$ cat src/rtl/zsv_pkg.sv
package zsv_pkg;

  localparam int unsigned MAX_ELEMS_DEF = 64;
  localparam int unsigned VALUE_W       = 32;

  // One input transfer.
  typedef struct packed {
    logic signed [VALUE_W-1:0] in_value;
    logic                      in_last;
  } zsv_in_t;

  // One result transfer.
  typedef struct packed {
    logic signed [VALUE_W-1:0] out_value;
    logic                      out_last;
  } zsv_out_t;

  // A new element travelling down the chain looking for matches and a free slot.
  // Once it has found its slot it keeps moving as a dead marker, so that the end
  // of the chain can tell when the final element of a set has settled.
  typedef struct packed {
    logic                      live;
    logic                      last;
    logic                      hit;
    logic signed [VALUE_W-1:0] value;
  } zsv_probe_t;

  // Contents of one cell. dup is set once the value has been seen twice.
  typedef struct packed {
    logic                      occ;
    logic                      dup;
    logic signed [VALUE_W-1:0] value;
  } zsv_entry_t;

  // Controls shared by every cell.
  typedef struct packed {
    logic shift_en;
  } zsv_ctrl_t;

  typedef enum logic [2:0] {
    ST_LOAD  = 3'b001,
    ST_DRAIN = 3'b010,
    ST_EMIT  = 3'b100
  } zsv_state_t;

endpackage

$ cat src/rtl/zsv_cell.sv
module zsv_cell (
  input  logic               clk,
  input  logic               rst_n,
  input  zsv_pkg::zsv_ctrl_t ctrl,
  input  zsv_pkg::zsv_probe_t probe_in,
  output zsv_pkg::zsv_probe_t probe_out,
  input  zsv_pkg::zsv_entry_t entry_in,
  output zsv_pkg::zsv_entry_t entry_out
);

  zsv_pkg::zsv_entry_t entry_r;
  zsv_pkg::zsv_entry_t entry_nxt;
  zsv_pkg::zsv_probe_t probe_r;
  zsv_pkg::zsv_probe_t probe_nxt;
  logic                match;

  assign match = entry_r.occ && (entry_r.value == probe_in.value);

  always_comb begin
    entry_nxt = entry_r;
    probe_nxt = probe_in;
    if (ctrl.shift_en) begin
      // Unload toward the head: take the neighbor's contents.
      entry_nxt = entry_in;
      probe_nxt.live = 1'b0;
      probe_nxt.last = 1'b0;
    end else if (probe_in.live) begin
      if (entry_r.occ) begin
        entry_nxt.dup = entry_r.dup | match;
        probe_nxt.hit = probe_in.hit | match;
      end else begin
        // First free slot: the element settles here.
        entry_nxt.occ   = 1'b1;
        entry_nxt.dup   = probe_in.hit;
        entry_nxt.value = probe_in.value;
        probe_nxt.live  = 1'b0;
      end
    end
  end

  always_ff @(posedge clk) begin
    if (!rst_n) begin
      entry_r.occ  <= 1'b0;
      entry_r.dup  <= 1'b0;
      probe_r.live <= 1'b0;
      probe_r.last <= 1'b0;
    end else begin
      entry_r.occ  <= entry_nxt.occ;
      entry_r.dup  <= entry_nxt.dup;
      probe_r.live <= probe_nxt.live;
      probe_r.last <= probe_nxt.last;
    end
    entry_r.value <= entry_nxt.value;
    probe_r.hit   <= probe_nxt.hit;
    probe_r.value <= probe_nxt.value;
  end

  assign probe_out = probe_r;
  assign entry_out = entry_r;

endmodule

$ cat config.mk
export PLATFORM = sky130hd
export DESIGN_NAME = zsv_cell
export DESIGN_NICKNAME = d
export VERILOG_FILES = /design/src/rtl/zsv_pkg.sv /design/src/rtl/zsv_cell.sv
export SDC_FILE = /design/constraint.sdc
export NUM_CORES = 1
export LEC_CHECK = 0
export ABC_CLOCK_PERIOD_IN_PS = 4900
export BUFFER_PORTS_ARGS = -buffer_cell sky130_fd_sc_hd__buf_2
export CAP_MARGIN = 0
export CORE_ASPECT_RATIO = 0.9
export CORE_UTILIZATION = 25
export CTS_BUF_LIST = sky130_fd_sc_hd__clkbuf_4 sky130_fd_sc_hd__clkbuf_8
export DETAILED_ROUTE_END_ITERATION = 10
export GPL_ROUTABILITY_DRIVEN = 0
export PLACE_DENSITY = 0.51
export SLEW_MARGIN = 20
export SYNTH_ARGS = -nofsm -noshare
export SYNTH_HDL_FRONTEND = slang
export SYNTH_SLANG_ARGS = --single-unit
$ cat constraint.sdc
create_clock -name clk -period 4.9 [get_ports clk]
set_clock_uncertainty 0.05 [all_clocks]
set_input_delay 0.98 -clock clk [delete_from_list [all_inputs] [get_ports clk]]
set_output_delay 0.98 -clock clk [all_outputs]
set_load 0.005 [all_outputs]
==> results by group, run 1 <==
Status
  • Status: finished, final reports clean

Timing
  • Setup tns final: 0 ns
  • # setup viols final: 0
  • Hold Worst Slack: 0.498 ns
  • Hold Vio Cnt, Final: 0
  • Slew Limit Headroom: 0.447
  • Fin. max-slew vios: 0
  • RSZ-0062 raised after global routing: no
  • Fin crit share: 0.520
  • Worst-Margin Slew: 0.830 ns
  • Fmax: 0.392 GHz
  • Tmin final: 2.55 ns

Synthesis
  • Commonest cells post-synth: 37 x dfxtp_1, 32 x edfxtp_1, 29 x mux2_2, 14 x xnor2_1, 13 x xor2_1
  • Avg Inst Size Synth: 14.7 um2
  • Synth Flop Type: dfxtp_1
  • Post-synthesis cell area: 2540 um2
  • Post-synth ARST share: 0
  • #FFs+latches synth: 69
  • Cells after synthesis: 173
  • Cell with the most instances after synthesis: dfxtp_1
  • Syn_nets: 245
  • Netlist cell types: 28
  • Ranking of synthesized cells by area: edfxtp_1 38%, dfxtp_1 29%, mux2_2 13%
  • Post-synth EDFFs: 32
  • Post-synth top area cell: edfxtp_1
  • Sequential area share after synthesis: 0.669
  • Share of the synthesized area in the top cell type: 0.378
  • Yosys warnings: 0

Floorplanning
  • Vert. Die Dim: 97.7 um
  • Starting Density: 0.260
  • Core area: 9780 um2
  • Die area: 10600 um2
  • IO Pins: 141
  • Row count: 34
  • Die Width: 108 um

Clock network
  • Clock latency on the worst-skew pair: 0.35 ns
  • Post-CTS setup buffer count: 0
  • H-Tree Depth: 3
  • # hold bufs at CTS: 0
  • Post-cts sizing count: 0
  • Clock Sinks: 69
  • CTS tree: yes
  • Max clock buf depth: 2
  • Clock-pin transition on the worst setup and hold timing paths: 0.07 ns
  • CTS root buffer: clkbuf_8
  • CTS Buf Count: 9

Layout
  • Multi-input gate area: 802 um2
  • Layout cells sized above 1: 0.578
  • Fillcell total: 1004
  • Area grow syn2layout: 42.1%
  • Register area: 1700 um2
  • Final std cells w/o fill: 451
  • Antenna diodes: 0
  • Final Instance Area: 3620 um2
  • Nets: 392

Detailed routing
  • Detailed router's first-iteration violation count: 54
  • Routed Antenna Nets: 0
  • Residual DRC: 0
  • Wire per inst: 13.6 um
  • Vias: 1893
  • 1st-pass router iterations: 4
  • Routed wire length: 6.15 mm
  • Vias/cell: 4.20

Power
  • Combinational share of power: 0.116
  • Int Pwr: 1.05 mW
  • Psw: 308 uW
  • VDD IR-drop max: 0.000260 V
  • Sequential share of power: 0.492
  • PD cells: 376 nW/um2
  • Leakage power: 1.63 nW
  • Switch share: 0.226
  • Clock share of power: 0.393

Placed design
  • Dpl hpwl: 4.56 mm
  • Placed cell area: 3390 um2
  • I/O Buffers: 140
  • Placed cell count: 435

Global routing
  • Largest net degree at the start of global routing: 33
  • First-pass GRT wire length: 9.46 mm
  • Vias in the first global route: 1879
  • GRT Util Overall: 0.121
  • Antenna violations before repair: 0
  • Grt ovf: 0

Worst hold path
  • HP Class: flop to flop
  • Hold path startpoint: entry_out[33]
  • WHS Path Cells: 1

Setup path
  • Critical path arrival: 2.47 ns
  • R2R cell count: 5
  • Worst Setup Path Type: input pin to flop
  • Req. time, crit path: 4.82 ns
  • Critical Path Source Type: input pin
  • Critical Path Sink Type: flop
  • Worst r2r src: entry_out[11]
  • Crit path launch: ctrl
  • Crit-path max FO: 32

Flow run
  • MaxCap Viol Count: 0
-- sequential cells by signal, indices dropped and copies added, names as in the netlist --
name,cells
entry_out,34
probe_out,35
-- cell families (layout without fill, tap and decap cells) --
family | after synthesis | after routing | share of synthesized area
flip-flops | 69 | 69 | 0.669
AND/OR/NAND/NOR | 25 | 25 | 0.0546
AO/OA/AOI/OAI | 12 | 12 | 0.0354
multiplexers | 30 | 30 | 0.132
buffers and inverters | 10 | 162 | 0.0162
XOR/XNOR | 27 | 27 | 0.0929
-- path summary, 6_finish.rpt --
path	to	slack (ns)
min reg2reg	probe_out[34]	0.50
max reg2reg	probe_out[32]	3.14
max	entry_out[28]	2.35
min	probe_out[34]	0.50
-- cell type report --
class | count | area share
Sequential cell | 69 | 0.470
Multi-Input combinational cell | 94 | 0.222
Timing Repair Buffer | 141 | 0.196
Clock buffer | 12 | 0.0439
Tap cell | 126 | 0.0436
Clock inverter | 4 | 0.0194
Inverter | 5 | 0.00519
-- layout by cell type, fill, tap and decap left out, drive strengths merged, types with 2 or more instances in the layout --
master,n
and3,2
mux2,29
clkinv,2
o22ai,2
o21ai,4
nand4,3
bufinv,2
nand2,6
xnor2,14
nand3,2
buf,141
inv,5
dfxtp,37
nand2b,2
xor2,13
nor4,4
nor2b,2
edfxtp,32
nor2,2
clkbuf,12
-- layer usage --
| layer | track usage | vias up | share of wire |
|---|---|---|---|
| li1 | - | 918 | - |
| met1 | 0.150 | 873 | 0.44 |
| met2 | 0.183 | 93 | 0.45 |
| met3 | 0.0496 | 9 | 0.086 |
| met4 | 0.0530 | 0 | 0.017 |
| met5 | 0 | - | 0 |
-- power by group through the flow --
stage	logic, mW	clock network [mW]	registers, mW
2_1_floorplan	0.0651	0	0.687
3_3_place_gp	0.160	0	0.682
3_5_place_dp	0.161	0	0.682
4_1_cts	0.162	0.557	0.670
5_1_grt	0.175	0.574	0.675
6_report	0.157	0.535	0.669
-- metrics by stage --
step / power [mW] / setup slack (ns) / util
2_1_floorplan: 0.752 / 2.55 / -
3_3_place_gp: 0.842 / 1.95 / 0.346
3_5_place_dp: 0.843 / 1.91 / 0.346
4_1_cts: 1.39 / 2.32 / 0.370
5_1_grt: 1.42 / 2.24 / 0.370
6_report: 1.36 / 2.35 / 0.370
-- worst max-delay path, cell delays in order --
cell and delay (ns):
buf_2 0.36, buf_4 0.36, or2_2 0.73
Power figures use the tool's default switching activity.
==> inputs of run 2 (changes only) <==
ABC_AREA = 1   (was unset)
ABC_CLOCK_PERIOD_IN_PS = 2090   (was 4900)
PLACE_DENSITY = 0.52   (was 0.51)
clock period = 2.09 ns   (was 4.9 ns; I/O delays follow)
==> results by group, run 2 <==
Status
  • Status: complete, but fails checks
  • Failing checks: design-rule violations

Synthesis
  • #FFs+latches synth: 69 (unchanged)
  • Share of the synthesized area in the top cell type: 0.354 (-0.0240)
  • Avg Inst Size Synth: 8.82 um2 (-40%)
  • Multiplexer share of the synthesized area: 0 (-0.132)
  • Ranking of synthesized cells by area: edfxtp_1 35%, dfxtp_1 27%, nand2_1 16%
  • Cell with the most instances after synthesis: nand2_1
  • Sequential area share after synthesis: 0.626 (-0.0425)
  • Largest family of logic cells by synthesized area: simple AND/OR/NAND/NOR gates
  • Synth Flop Type: dfxtp_1
  • Post-Synth XOR/XNOR Area: 0.0290 (-0.0639)
  • Post-synth EDFFs: 32 (unchanged)
  • Cells after synthesis: 308 (+78%)
  • Yosys warnings: 0 (unchanged)
  • Post-synthesis cell area: 2720 um2 (+6.8%)
  • Post-synth top area cell: edfxtp_1
  • Commonest cells post-synth: 119 x nand2_1, 44 x inv_1, 37 x dfxtp_1, 32 x edfxtp_1, 26 x o21ai_0
  • Post-synth ARST share: 0 (unchanged)
  • Syn_nets: 380 (+55%)
  • Netlist cell types: 22 (-21%)
  • Simple-gate share of the synthesized area: 0.207 (+0.153)
  • Compound-Gate Fraction of Synth Area: 0.0649 (+0.0295)
  • Synth Area in Adders: 0 (unchanged)

Detailed routing
  • Wire per inst: 12.3 um (-9.8%)
  • Vias: 2413 (+27%)
  • Routed Antenna Nets: 0 (unchanged)
  • 1st-pass router iterations: 8 (+4)
  • Residual DRC: 11 (+11)
  • Vias/cell: 4.08 (-2.7%)
  • Detailed router's first-iteration violation count: 101 (+87%)
  • Routed wire length: 7.27 mm (+18%)

Global routing
  • Antenna violations before repair: 0 (unchanged)
  • First-pass GRT wire length: 11.3 mm (+19%)
  • GRT Util Overall: 0.131 (+0.0101)
  • Largest net degree at the start of global routing: 29 (-12%)
  • Vias in the first global route: 2433 (+29%)
  • Grt ovf: 0 (unchanged)

Timing
  • Fin crit share: 0.682
  • PnR worst setup slack: 0.665 ns (-1.69 ns)
  • Tmin final: 1.43 ns
  • # setup viols final: 0 (unchanged)
  • Fmax: 0.702 GHz
  • RSZ-0062 raised after global routing: no
  • Hold Vio Cnt, Final: 0 (unchanged)
  • Fin. max-slew vios: 0 (unchanged)
  • Hold Worst Slack: 0.136 ns (-0.362 ns)
  • Worst-Margin Slew: 0.346 ns (-0.484 ns)
  • Slew Limit Headroom: 0.770 (+0.323)
  • Setup tns final: 0 ns (unchanged)

Setup path
  • Worst r2r src: entry_out[26]
  • Cell mode on critical path: nand2_1
  • Slowest cell on crit path: edfxtp_1
  • CP Cell Sequence: xnor2_1, nand2_1, nor2_1, nand2_1, nor2_2, nand3_1, nand2_1, nand2_1, a21oi_2
  • R2R cell count: 9 (+4)
  • Req. time, crit path: 2.33 ns (-2.49 ns)
  • Reg2reg setup slack: 0.66 ns (-2.48 ns)
  • Critical Path Sink Type: flop
  • Critical Path Source Type: flop
  • Largest stage delay, worst path: 0.42 ns (-0.31 ns)
  • Worst Setup Path Type: flop to flop
  • RR Endpoint: entry_out[32]
  • Critical path arrival: 1.66 ns (-0.81 ns)
  • Crit-path max FO: 2 (-94%)

Power
  • VDD IR-drop max: 0.000367 V (+41%)
  • Overall power: 3.02 mW (+120%)
  • Leakage power: 1.98 nW (+22%)
  • PD cells: 799 nW/um2 (+110%)

Layout
  • Most common cell after layout, fill and taps aside: buf_2
  • Most frequent cells in the layout: 140 x buf_2, 119 x nand2_1, 44 x inv_1
  • Final Instance Area: 3780 um2 (+4.6%)
  • Antenna diodes: 0 (unchanged)
  • Area grow syn2layout: 39.2%
  • Nets: 529 (+35%)
  • Fillcell total: 1128 (+12%)
  • Layout cells sized above 1: 0.364 (-0.215)
  • Max reg flops: 35 (unchanged)

Worst hold path
  • WHS Path Cells: 1 (unchanged)
  • HP Class: input pin to flop
  • Hold endpoint: probe_out[27]
  • Hold path startpoint: probe_in[27]

Clock network
  • H-Tree Depth: 3 (unchanged)
  • Clock-pin transition on the worst setup and hold timing paths: 0.08 ns (about the same)
  • Max clock buf depth: 2 (unchanged)
  • # hold bufs at CTS: 0 (unchanged)
  • CTS Buf Count: 9 (unchanged)
  • Post-CTS setup buffer count: 0 (unchanged)
  • CTS root buffer: clkbuf_8
  • Clock latency on the worst-skew pair: 0.34 ns (about the same)
  • CTS tree: yes
  • Clock Sinks: 69 (unchanged)
  • Post-cts sizing count: 0 (unchanged)

Floorplanning
  • Starting Density: 0.261 (+0.000642)
  • Vert. Die Dim: 101 um (+3.3%)
  • Die Width: 112 um (+3.3%)
  • Die area: 11300 um2 (+6.7%)
  • Row count: 35 (+2.9%)
  • IO Pins: 141 (unchanged)
  • Core area: 10400 um2 (+6.5%)

Placed design
  • I/O Buffers: 140 (unchanged)
  • Placed cell area: 3600 um2 (+6.2%)
  • Place WS: 0.484 ns (-1.42 ns)
  • Dpl hpwl: 5.59 mm (+23%)

Flow run
  • MaxCap Viol Count: 0 (unchanged)
run 2: through the flow:
| step | std cells | util |
|---|---|---|
| after floorplan | 308 | - |
| after global placement | 575 | 0.345 |
| after detailed placement | 575 | 0.345 |
| after CTS | 591 | 0.363 |
| after global routing | 591 | 0.363 |
| final | 591 | 0.363 |
run 2: where the power goes:
group	internal, mW	leakage, nW	switching [mW]
clock network	0.533	0.101	0.492
registers	1.53	0.637	0.0512
logic	0.191	1.24	0.226
total	2.25	1.98	0.769
run 2: kinds of logic after synthesis:
family	after synthesis
simple gates	145
flops	69
buf+inv	52
compound gates	33
xor+xnor	9
run 2: how the worst max path moves through the flow:
| stage | from | to | slack (ns) |
|---|---|---|---|
| detailed placement | probe_in[13] | entry_out[32] | 0.48 |
| finish | entry_out[26] | entry_out[32] | 0.66 |
| global route | entry_out[26] | entry_out[32] | 0.50 |
| global placement | probe_in[13] | entry_out[32] | 0.50 |
| CTS | entry_out[11] | entry_out[32] | 0.63 |
| floorplan | ctrl | entry_out[0] | 0.02 |
run 2: area by class of cell:
cell class / instances / area (um2) / share of cell area
Sequential cell: 69 / 1700 / 0.450
Multi-Input combinational cell: 187 / 830 / 0.219
Timing Repair Buffer: 145 / 738 / 0.195
Clock buffer: 14 / 174 / 0.0460
Inverter: 45 / 169 / 0.0446
Tap cell: 129 / 161 / 0.0427
Clock inverter: 2 / 10.0 / 0.00265
run 2: critical path, delay by kind of cell, from the launching register on:
kind / cells / cell delay (ns)
AND/OR/NAND/NOR: 7 / 0.63
flip-flops: 1 / 0.42
XOR/XNOR: 1 / 0.17
AO/OA/AOI/OAI: 1 / 0.10
run 2: layer usage:
| metal | track usage | vias to the layer above | part of all wire |
|---|---|---|---|
| li1 | - | 1250 | - |
| met1 | 0.149 | 1067 | 0.43 |
| met2 | 0.222 | 88 | 0.47 |
| met3 | 0.0559 | 8 | 0.082 |
| met4 | 0.0437 | 0 | 0.013 |
| met5 | 0 | - | 0 |
